**src/rtl/crb_pkg.sv**
```systemverilog
// ---------------------------------------------------------------------------
// crb_pkg
// Widths, codes and constants of the Catmull-Rom to Bezier stroke core.
// ---------------------------------------------------------------------------
`default_nettype none

package crb_pkg;

    localparam int PT_W      = 16;            // coordinate field width
    localparam int PRS_W     = 16;
    localparam int TIME_W    = 32;
    localparam int TENS_W    = 16;
    localparam int MIR_W     = PT_W + 2;      // phantom point range
    localparam int DIFF_W    = MIR_W + 1;     // neighbor difference range
    localparam int PROD_W    = DIFF_W + TENS_W + 1;
    localparam int SUM_W     = PT_W + 6;      // anchor plus offset
    localparam int QN_W      = 21;            // rounded magnitude / 8192
    localparam int RCP_W     = 20;
    localparam int GQ_W      = 20;            // offset magnitude
    localparam int RND_SH    = 13;            // 24576 = 3 * 8192
    localparam int RCP_SH    = 21;
    localparam int DATA_W    = 80;
    localparam int ROLE_W    = 2;

    localparam int COORD_WIDTH_DEF = 16;

    localparam logic [TENS_W-1:0] TENSION_RST = 16'd4096;
    localparam logic [PROD_W-1:0] ROUND_BIAS  = PROD_W'(12288);
    localparam logic [RCP_W-1:0]  RECIP3      = RCP_W'(699051); // (2^21+1)/3

    localparam logic [ROLE_W-1:0] ROLE_START = 2'd0;
    localparam logic [ROLE_W-1:0] ROLE_CTRL1 = 2'd1;
    localparam logic [ROLE_W-1:0] ROLE_CTRL2 = 2'd2;
    localparam logic [ROLE_W-1:0] ROLE_END   = 2'd3;

    typedef struct packed {
        logic [ROLE_W-1:0] role;
        logic              last;
        logic [PRS_W-1:0]  pressure;
        logic [TIME_W-1:0] stamp;
    } t_side;

endpackage

`default_nettype wire

```
**src/rtl/crb_coord_pipe.sv**
```systemverilog
// ---------------------------------------------------------------------------
// crb_coord_pipe
// Five-stage pipeline for one coordinate: anchor + round(diff * tension / 6),
// saturated to COORD_WIDTH bits and trimmed to the field width.
// ---------------------------------------------------------------------------
`default_nettype none

module crb_coord_pipe #(
    parameter int COORD_WIDTH = crb_pkg::COORD_WIDTH_DEF
) (
    input  wire logic                               i_clk,
    input  wire logic                               i_en,
    input  wire logic signed [crb_pkg::PT_W-1:0]    i_anchor,
    input  wire logic signed [crb_pkg::DIFF_W-1:0]  i_diff,
    input  wire logic        [crb_pkg::TENS_W-1:0]  i_tension,
    output logic             [crb_pkg::PT_W-1:0]    o_coord
);

    localparam int EXT_W = (COORD_WIDTH > crb_pkg::SUM_W) ? COORD_WIDTH : crb_pkg::SUM_W;
    localparam logic signed [EXT_W-1:0] SAT_HI =
        EXT_W'((64'sd1 <<< (COORD_WIDTH - 1)) - 64'sd1);
    localparam logic signed [EXT_W-1:0] SAT_LO = -SAT_HI - EXT_W'(1);

    logic signed [crb_pkg::PT_W-1:0]   r_anc1, r_anc2, r_anc3, r_anc4;
    logic signed [crb_pkg::DIFF_W-1:0] r_diff;
    logic signed [crb_pkg::PROD_W-1:0] r_prod;
    logic        [crb_pkg::QN_W-1:0]   r_qn;
    logic                              r_neg3, r_neg4;
    logic [crb_pkg::QN_W+crb_pkg::RCP_W-1:0] r_qp;

    logic signed [crb_pkg::TENS_W:0]   ten_s;
    logic signed [crb_pkg::PROD_W-1:0] prod_c;
    logic        [crb_pkg::PROD_W-1:0] mag;
    logic        [crb_pkg::PROD_W-1:0] rnd;
    logic        [crb_pkg::GQ_W-1:0]   q;
    logic signed [crb_pkg::GQ_W:0]     q_s;
    logic signed [crb_pkg::GQ_W:0]     gain;
    logic signed [crb_pkg::SUM_W-1:0]  sum;
    logic signed [EXT_W-1:0]           sum_ext;
    logic signed [EXT_W-1:0]           sat;

    assign ten_s  = $signed({1'b0, i_tension});
    assign prod_c = r_diff * ten_s;
    assign mag    = r_prod[crb_pkg::PROD_W-1] ? crb_pkg::PROD_W'(-r_prod)
                                              : crb_pkg::PROD_W'(r_prod);
    assign rnd    = mag + crb_pkg::ROUND_BIAS;

    assign q       = r_qp[crb_pkg::RCP_SH+crb_pkg::GQ_W-1:crb_pkg::RCP_SH];
    assign q_s     = $signed({1'b0, q});
    assign gain    = r_neg4 ? -q_s : q_s;
    assign sum     = crb_pkg::SUM_W'(r_anc4) + crb_pkg::SUM_W'(gain);
    assign sum_ext = EXT_W'(sum);

    always_comb begin
        if (sum_ext > SAT_HI) begin
            sat = SAT_HI;
        end else if (sum_ext < SAT_LO) begin
            sat = SAT_LO;
        end else begin
            sat = sum_ext;
        end
    end

    always_ff @(posedge i_clk) begin
        if (i_en) begin
            r_anc1  <= i_anchor;
            r_diff  <= i_diff;
            r_anc2  <= r_anc1;
            r_prod  <= prod_c;
            r_anc3  <= r_anc2;
            r_neg3  <= r_prod[crb_pkg::PROD_W-1];
            r_qn    <= rnd[crb_pkg::RND_SH+crb_pkg::QN_W-1:crb_pkg::RND_SH];
            r_anc4  <= r_anc3;
            r_neg4  <= r_neg3;
            r_qp    <= r_qn * crb_pkg::RECIP3;
            o_coord <= sat[crb_pkg::PT_W-1:0];
        end
    end

endmodule

`default_nettype wire

```
**src/rtl/catmull_rom_to_bezier_stroke_core.sv**
```systemverilog
// Each input word yields 0, 4 or 8 result words, one per cycle when not stalled.
// The next input word is taken in the cycle the last result of the current one
// enters the x and y coordinate pipelines. Reset (synchronous, active low)
// clears the stroke window count, the job busy flag and the pipeline valids,
// and sets tension to 1.0.
// ---------------------------------------------------------------------------
// catmull_rom_to_bezier_stroke_core
// Pen stroke points in, cubic Bezier segments out as four points each.
// ---------------------------------------------------------------------------
`default_nettype none

module catmull_rom_to_bezier_stroke_core #(
    parameter int COORD_WIDTH = crb_pkg::COORD_WIDTH_DEF
) (
    input  wire logic                          i_clk,
    input  wire logic                          i_rst_n,
    input  wire logic                          i_cfg_we,
    input  wire logic [crb_pkg::TENS_W-1:0]    i_cfg_wdata,    // tension
    input  wire logic                          i_s_axis_tvalid,
    output logic                               o_s_axis_tready,
    // point_x[15:0], point_y[31:16], point_pressure[47:32], point_time[79:48]
    input  wire logic [crb_pkg::DATA_W-1:0]    i_s_axis_tdata,
    input  wire logic                          i_s_axis_tlast, // stroke_end
    output logic                               o_m_axis_tvalid,
    input  wire logic                          i_m_axis_tready,
    // out_x[15:0], out_y[31:16], out_pressure[47:32], out_time[79:48]
    output logic [crb_pkg::DATA_W-1:0]         o_m_axis_tdata,
    output logic [crb_pkg::ROLE_W-1:0]         o_m_axis_tuser, // role[1:0]
    output logic                               o_m_axis_tlast  // last_of_run
);

    localparam int PT_W   = crb_pkg::PT_W;
    localparam int MIR_W  = crb_pkg::MIR_W;
    localparam int DIFF_W = crb_pkg::DIFF_W;
    localparam int PRS_W  = crb_pkg::PRS_W;
    localparam int TIME_W = crb_pkg::TIME_W;
    localparam int NSTG   = 5;

    localparam logic [2:0] STEP_ONE_SEG = 3'd3;
    localparam logic [2:0] STEP_TWO_SEG = 3'd7;

    function automatic logic signed [MIR_W-1:0] mirror(
        input logic signed [PT_W-1:0] anchor,
        input logic signed [PT_W-1:0] other
    );
        mirror = (MIR_W'(anchor) <<< 1) - MIR_W'(other);
    endfunction

    logic [crb_pkg::TENS_W-1:0] r_tension;

    // stroke window, oldest first
    logic signed [PT_W-1:0]   r_win_x [3];
    logic signed [PT_W-1:0]   r_win_y [3];
    logic        [PRS_W-1:0]  r_win_p [3];
    logic        [TIME_W-1:0] r_win_t [3];
    logic        [1:0]        r_seen;

    // segment job: five points, pressure and time of the three real anchors
    logic signed [MIR_W-1:0]  r_q_x [5];
    logic signed [MIR_W-1:0]  r_q_y [5];
    logic        [PRS_W-1:0]  r_q_p [3];
    logic        [TIME_W-1:0] r_q_t [3];
    logic                     r_busy;
    logic        [2:0]        r_step;
    logic        [2:0]        r_last_step;

    logic signed [MIR_W-1:0]  n_q_x [5];
    logic signed [MIR_W-1:0]  n_q_y [5];
    logic        [PRS_W-1:0]  n_q_p [3];
    logic        [TIME_W-1:0] n_q_t [3];
    logic                     n_has_job;
    logic        [2:0]        n_last_step;

    logic [NSTG-1:0]      r_vld;
    crb_pkg::t_side       r_sb [NSTG];
    crb_pkg::t_side       n_sb;

    logic signed [PT_W-1:0]   s_x, s_y;
    logic        [PRS_W-1:0]  s_p;
    logic        [TIME_W-1:0] s_t;
    logic                     s_end;
    logic                     s_acc;
    logic                     adv;
    logic                     issue;
    logic                     final_step;

    logic                     seg;
    logic signed [MIR_W-1:0]  pa_x, pb_x, pc_x, pd_x;
    logic signed [MIR_W-1:0]  pa_y, pb_y, pc_y, pd_y;
    logic signed [PT_W-1:0]   anc_x, anc_y;
    logic signed [DIFF_W-1:0] diff_x, diff_y;
    logic        [PT_W-1:0]   out_x, out_y;

    assign s_x   = $signed(i_s_axis_tdata[15:0]);
    assign s_y   = $signed(i_s_axis_tdata[31:16]);
    assign s_p   = i_s_axis_tdata[47:32];
    assign s_t   = i_s_axis_tdata[79:48];
    assign s_end = i_s_axis_tlast;

    assign adv        = !r_vld[NSTG-1] || i_m_axis_tready;
    assign issue      = r_busy && adv;
    assign final_step = (r_step == r_last_step);

    assign o_s_axis_tready = !r_busy || (adv && final_step);
    assign s_acc           = i_s_axis_tvalid && o_s_axis_tready;

    // build the job for the incoming point
    always_comb begin
        n_q_x[0] = mirror(r_win_x[1], r_win_x[2]);
        n_q_y[0] = mirror(r_win_y[1], r_win_y[2]);
        n_q_x[1] = MIR_W'(r_win_x[1]);
        n_q_y[1] = MIR_W'(r_win_y[1]);
        n_q_x[2] = MIR_W'(r_win_x[2]);
        n_q_y[2] = MIR_W'(r_win_y[2]);
        n_q_x[3] = MIR_W'(s_x);
        n_q_y[3] = MIR_W'(s_y);
        n_q_x[4] = mirror(s_x, r_win_x[2]);
        n_q_y[4] = mirror(s_y, r_win_y[2]);
        n_q_p[0] = r_win_p[1];
        n_q_t[0] = r_win_t[1];
        n_q_p[1] = r_win_p[2];
        n_q_t[1] = r_win_t[2];
        n_q_p[2] = s_p;
        n_q_t[2] = s_t;
        n_has_job   = (r_seen >= 2'd2) || (r_seen == 2'd1 && s_end);
        n_last_step = (r_seen >= 2'd2 && s_end) ? STEP_TWO_SEG : STEP_ONE_SEG;
        if (r_seen == 2'd3) begin
            n_q_x[0] = MIR_W'(r_win_x[0]);
            n_q_y[0] = MIR_W'(r_win_y[0]);
        end else if (r_seen == 2'd1) begin
            // straight segment between the only two points
            n_q_x[0] = MIR_W'(r_win_x[2]);
            n_q_y[0] = MIR_W'(r_win_y[2]);
            n_q_x[1] = MIR_W'(r_win_x[2]);
            n_q_y[1] = MIR_W'(r_win_y[2]);
            n_q_x[2] = MIR_W'(s_x);
            n_q_y[2] = MIR_W'(s_y);
            n_q_p[0] = r_win_p[2];
            n_q_t[0] = r_win_t[2];
            n_q_p[1] = s_p;
            n_q_t[1] = s_t;
        end
    end

    // select operands for the current step
    assign seg  = r_step[2];
    assign pa_x = seg ? r_q_x[1] : r_q_x[0];
    assign pb_x = seg ? r_q_x[2] : r_q_x[1];
    assign pc_x = seg ? r_q_x[3] : r_q_x[2];
    assign pd_x = seg ? r_q_x[4] : r_q_x[3];
    assign pa_y = seg ? r_q_y[1] : r_q_y[0];
    assign pb_y = seg ? r_q_y[2] : r_q_y[1];
    assign pc_y = seg ? r_q_y[3] : r_q_y[2];
    assign pd_y = seg ? r_q_y[4] : r_q_y[3];

    always_comb begin
        anc_x = pb_x[PT_W-1:0];
        anc_y = pb_y[PT_W-1:0];
        diff_x = '0;
        diff_y = '0;
        n_sb.role     = r_step[1:0];
        n_sb.last     = final_step;
        n_sb.pressure = seg ? r_q_p[1] : r_q_p[0];
        n_sb.stamp    = seg ? r_q_t[1] : r_q_t[0];
        unique case (r_step[1:0])
            crb_pkg::ROLE_START: begin
            end
            crb_pkg::ROLE_CTRL1: begin
                diff_x = DIFF_W'(pc_x) - DIFF_W'(pa_x);
                diff_y = DIFF_W'(pc_y) - DIFF_W'(pa_y);
            end
            crb_pkg::ROLE_CTRL2: begin
                anc_x  = pc_x[PT_W-1:0];
                anc_y  = pc_y[PT_W-1:0];
                diff_x = DIFF_W'(pb_x) - DIFF_W'(pd_x);
                diff_y = DIFF_W'(pb_y) - DIFF_W'(pd_y);
                n_sb.pressure = seg ? r_q_p[2] : r_q_p[1];
                n_sb.stamp    = seg ? r_q_t[2] : r_q_t[1];
            end
            crb_pkg::ROLE_END: begin
                anc_x  = pc_x[PT_W-1:0];
                anc_y  = pc_y[PT_W-1:0];
                n_sb.pressure = seg ? r_q_p[2] : r_q_p[1];
                n_sb.stamp    = seg ? r_q_t[2] : r_q_t[1];
            end
            default: begin
            end
        endcase
    end

    // control state
    always_ff @(posedge i_clk) begin
        if (!i_rst_n) begin
            r_tension   <= crb_pkg::TENSION_RST;
            r_seen      <= '0;
            r_busy      <= 1'b0;
            r_step      <= '0;
            r_last_step <= STEP_ONE_SEG;
            r_vld       <= '0;
        end else begin
            if (i_cfg_we) begin
                r_tension <= i_cfg_wdata;
            end
            if (s_acc) begin
                if (s_end) begin
                    r_seen <= '0;
                end else if (r_seen != 2'd3) begin
                    r_seen <= r_seen + 2'd1;
                end
            end
            if (s_acc && n_has_job) begin
                r_busy      <= 1'b1;
                r_step      <= '0;
                r_last_step <= n_last_step;
            end else if (issue) begin
                if (final_step) begin
                    r_busy <= 1'b0;
                end else begin
                    r_step <= r_step + 3'd1;
                end
            end
            if (adv) begin
                r_vld <= {r_vld[NSTG-2:0], issue};
            end
        end
    end

    // window, job and side-band payload
    always_ff @(posedge i_clk) begin
        if (s_acc) begin
            r_win_x[0] <= r_win_x[1];
            r_win_y[0] <= r_win_y[1];
            r_win_p[0] <= r_win_p[1];
            r_win_t[0] <= r_win_t[1];
            r_win_x[1] <= r_win_x[2];
            r_win_y[1] <= r_win_y[2];
            r_win_p[1] <= r_win_p[2];
            r_win_t[1] <= r_win_t[2];
            r_win_x[2] <= s_x;
            r_win_y[2] <= s_y;
            r_win_p[2] <= s_p;
            r_win_t[2] <= s_t;
            if (n_has_job) begin
                r_q_x <= n_q_x;
                r_q_y <= n_q_y;
                r_q_p <= n_q_p;
                r_q_t <= n_q_t;
            end
        end
        if (adv) begin
            r_sb[0] <= n_sb;
            for (int i = 1; i < NSTG; i++) begin
                r_sb[i] <= r_sb[i-1];
            end
        end
    end

    crb_coord_pipe #(
        .COORD_WIDTH (COORD_WIDTH)
    ) u_pipe_x (
        .i_clk     (i_clk),
        .i_en      (adv),
        .i_anchor  (anc_x),
        .i_diff    (diff_x),
        .i_tension (r_tension),
        .o_coord   (out_x)
    );

    crb_coord_pipe #(
        .COORD_WIDTH (COORD_WIDTH)
    ) u_pipe_y (
        .i_clk     (i_clk),
        .i_en      (adv),
        .i_anchor  (anc_y),
        .i_diff    (diff_y),
        .i_tension (r_tension),
        .o_coord   (out_y)
    );

    assign o_m_axis_tvalid = r_vld[NSTG-1];
    assign o_m_axis_tdata  = {r_sb[NSTG-1].stamp, r_sb[NSTG-1].pressure, out_y, out_x};
    assign o_m_axis_tuser  = r_sb[NSTG-1].role;
    assign o_m_axis_tlast  = r_sb[NSTG-1].last;

endmodule

`default_nettype wire

```
**config.mk**
```make
export PLATFORM = sky130hd
export DESIGN_NAME = catmull_rom_to_bezier_stroke_core
export DESIGN_NICKNAME = d
export VERILOG_FILES = /design/src/rtl/crb_pkg.sv /design/src/rtl/crb_coord_pipe.sv /design/src/rtl/catmull_rom_to_bezier_stroke_core.sv
export SDC_FILE = /design/constraint.sdc
export NUM_CORES = 2
export LEC_CHECK = 0
export BUFFER_PORTS_ARGS = -buffer_cell sky130_fd_sc_hd__clkbuf_2
export CAP_MARGIN = 30
export CORE_MARGIN = 3
export CORE_UTILIZATION = 35
export DETAILED_ROUTE_END_ITERATION = 6
export GPL_TIMING_DRIVEN = 0
export PLACE_DENSITY = 0.62
export SLEW_MARGIN = 20
export SYNTH_ARGS = -nofsm -noshare
export SYNTH_HDL_FRONTEND = slang
export SYNTH_SLANG_ARGS = --single-unit
```
**constraint.sdc**
```tcl
create_clock -name i_clk -period 29.5 [get_ports i_clk]
set_input_delay 5.9 -clock i_clk [delete_from_list [all_inputs] [get_ports i_clk]]
set_output_delay 5.9 -clock i_clk [all_outputs]
set_load 0.005 [all_outputs]
```
==> reports/results.tsv <==
stage	metric	value	unit
placement	routability cong.	0.932	
critical_path	CP endpoint kind	primary output	
clocking	hold_buf cts	0	
clocking	post-CTS resize count	0	
timing	Slew Viols, Final	0	
synth	sequential area share after synthesis	38.4	%
timing	relative slew slack	25.9	%
power	power density cells	46.0	nW/µm²
synth	Syn. warnings	0	
global_routing	grt met1 use	24.3	%
route	DRT iter0 DRCs	4242	
clocking	CTS tree	done	
global_routing	initial antenna violation count	8	
route	DRC viols	1	
outcome	run status	finished with violations	
synth	Distinct cells, synth	92	
placement	placed cells	11285	
clocking	Post-CTS Setup Bufs	0	
critical_path	worst-case reg-to-reg path depth	24	
clocking	clk buf depth	3	
synth	total nets after synthesis	9495	
global_routing	met3 Use GR	2.11	%
critical_path	Top Family by Delay on Critical Path	buffers and inverters	
die	chip height	509	µm
power	P_leak	43.9	nW
finish	fin nets	9834	
global_routing	largest net degree at the start of global routing	99	
timing	worst hold margin	0.341	ns
critical_path	Buf/Inv on CP	4	
global_routing	global-route met2 utilization	28.7	%
timing	Clock Skews	0.141	ns
critical_path	Stages on worst setup path	7	
critical_path	required time worst endpoint	23.60	ns
global_routing	GRT overflow	0	
die	Die W	509	µm
clocking	clock-pin slew on the worst setup and hold paths	0.06	ns
route	post-route ant nets	0	
synth	largest cells by area after synthesis	edfxtp_1, fa_1, ha_1	
timing	Least-Margin Pin Slew	1.11	ns
critical_path	Worst path slowest cell	clkinvlp_4	
synth	Syn Area/Cell	11.5	µm²
route	DRT Wirelength	228	mm
clocking	H-tree depth	3	
timing	min Tclk post-route	13.89	ns
route	vias per cell	4.94	
run	max cap viols	0	
synth	Post-synth EDFFs	1113	
critical_path	CP Data Arrival Time	7.99	ns
critical_path	CP Max Fanout	29	
synth	top_reg_cell synth	edfxtp_1	
power	Peak VDD IR	0.0000473	V
global_routing	layer with the highest usage	met2	
critical_path	CP cell instances	clkbuf_2 > nor2b_1 > clkinvlp_4 > buf_12 > nand2_1 > nand2_1 > clkbuf_2	
critical_path	Max stage delay on crit path	0.74	ns
die	IO Count	187	
route	drt first pass iters	7	
route	WL/cell	19.8	µm
die	starting density of the core	35.2	%
synth	leading area contributor after synthesis	edfxtp_1	
clocking	CTS Root Cell	clkbuf_16	
global_routing	Total GRT Usage	17.6	%
clocking	Sink Count	1141	
hold_path	Min-Delay Path Depth	0	
synth	Cell Area, Synth	88600	µm²
outcome	failing checks	design-rule violations	
timing	RSZ-0062 raised after global routing	false	
die	Die Area	259000	µm²
hold_path	worst hold path class	reg2reg	
global_routing	vias in the first global route	59081	
synth	Post-synth ARST share	0	%
critical_path	r2r setup slk	20.56	ns
timing	final hold violation count	0	
finish	area growth from synthesis to layout	11.3	%
timing	fin crit share	47.1	%
clocking	cts bufs inserted	121	
finish	ratio of cells with drive above 1 in the final layout	8.80	%
synth	Gate Count Post-Synth	7721	
timing	fmax	0.0720	GHz
die	core area	252000	µm²
placement	HPWL Detailed	182	mm
finish	Finished Layout Cells	11519	
finish	most frequent cells in the layout	inv_1, edfxtp_1, fa_1	
synth	flop and latch count out of synthesis	1141	
die	# rows	184	
clocking	Worst-Skew Late Latency	0.83	ns
critical_path	critical setup path kind	in2out	
critical_path	Critical Path Source Type	input port	
route	DR vias	56933	
finish	final core occ	39.2	%
finish	commonest non-fill, non-tap cell in the layout	inv_1	
global_routing	first-pass GRT wire length	351	mm
timing	final setup fails	0	
synth	Yosys top cell area share	37.7	%
placement	number of buffers added on ports	185	
## power by group
group,internal [mW],switching [mW]
Clock,0.913,0.669
Combinational,0.385,0.568
Sequential,1.92,0.0764
Total,3.22,1.31
## synthesized netlist by cell type (28+ instances only)
library cell and number:
and2_1 333, ha_1 754, a21o_1 62, a22oi_1 28
inv_1 1390, nor2b_1 75, nand3_1 51, or3_1 28
dfxtp_1 28, a21oi_1 182, fa_1 918, clkbuf_1 208
nand2b_1 45, o21a_1 41, nand2_1 647, nor3_1 67
xor2_1 94, xnor2_1 252, and3_1 28, a211oi_1 72
mux2i_1 88, nor2_1 307, buf_4 50, o21ai_0 214
edfxtp_1 1113, mux2_2 203, a31oi_1 72
## area by class of cell
type,instances,area (µm²)
diodes,5,12.5
plain buffers,285,1280
clock buffers,155,3280
clock inverters,74,923
fillers,24090,153000
inverters,1391,5240
multi-input cells,4904,48100
flip-flops and latches,1141,34000
well taps,3348,4190
repair buffers,216,1540
## layer usage
layer,up-vias,part of all wire [%]
met5,-,0.014
met4,4,3.6
met3,334,5.2
met2,1563,47
met1,28749,44
li1,26283,-
## flip-flops by register name, summed over array words and instances (netlist names), 19 cells and up
name             flops
r_sb               255
r_win_p             32
r_q_y               84
r_q_p               48
u_pipe_x.r_diff     19
u_pipe_x.r_prod     35
r_win_x             48
u_pipe_x.r_qp       20
r_q_x               84
r_win_t             64
u_pipe_x.r_qn       21
r_q_t               96
u_pipe_y.r_diff     19
u_pipe_y.r_qp       20
u_pipe_y.r_prod     35
r_win_y             48
u_pipe_y.r_qn       21
## cell families after synthesis
group	synth area share, %
buffers and inverters	7.33
xor gates and xnor gates	3.42
AOI/OAI and AO/OA	6.72
and+or+nand+nor	9.16
muxes	3.59
DFF	38.4
adders and majority gates	31.4
## per-stage QoR
step / instance area (µm²) / setup TNS (ns) / setup WS [ns] / total power, mW
4_1_cts: 98500 / 0 / 15.56 / 4.59
2_1_floorplan: 88600 / 0 / 6.05 / 2.66
6_report: 98500 / 0 / 15.61 / 4.53
3_5_place_dp: 94300 / 0 / 15.59 / 2.98
5_1_grt: 98500 / 0 / 15.40 / 4.77
3_3_place_gp: 93700 / -612.32 / -2.00 / 2.97
## path summary, 6_finish.rpt
path	startpoint	endpoint
min reg2reg	r_sb[0][152]$_DFFE_PN_	r_sb[0][203]$_DFFE_PN_
max reg2reg	r_tension[10]$_SDFFE_PN0P_	u_pipe_y.r_prod[32]$_DFFE_PN_
max	i_m_axis_tready	o_s_axis_tready
min	r_sb[0][152]$_DFFE_PN_	r_sb[0][203]$_DFFE_PN_
Note: power is estimated with default switching activity, not from simulation.
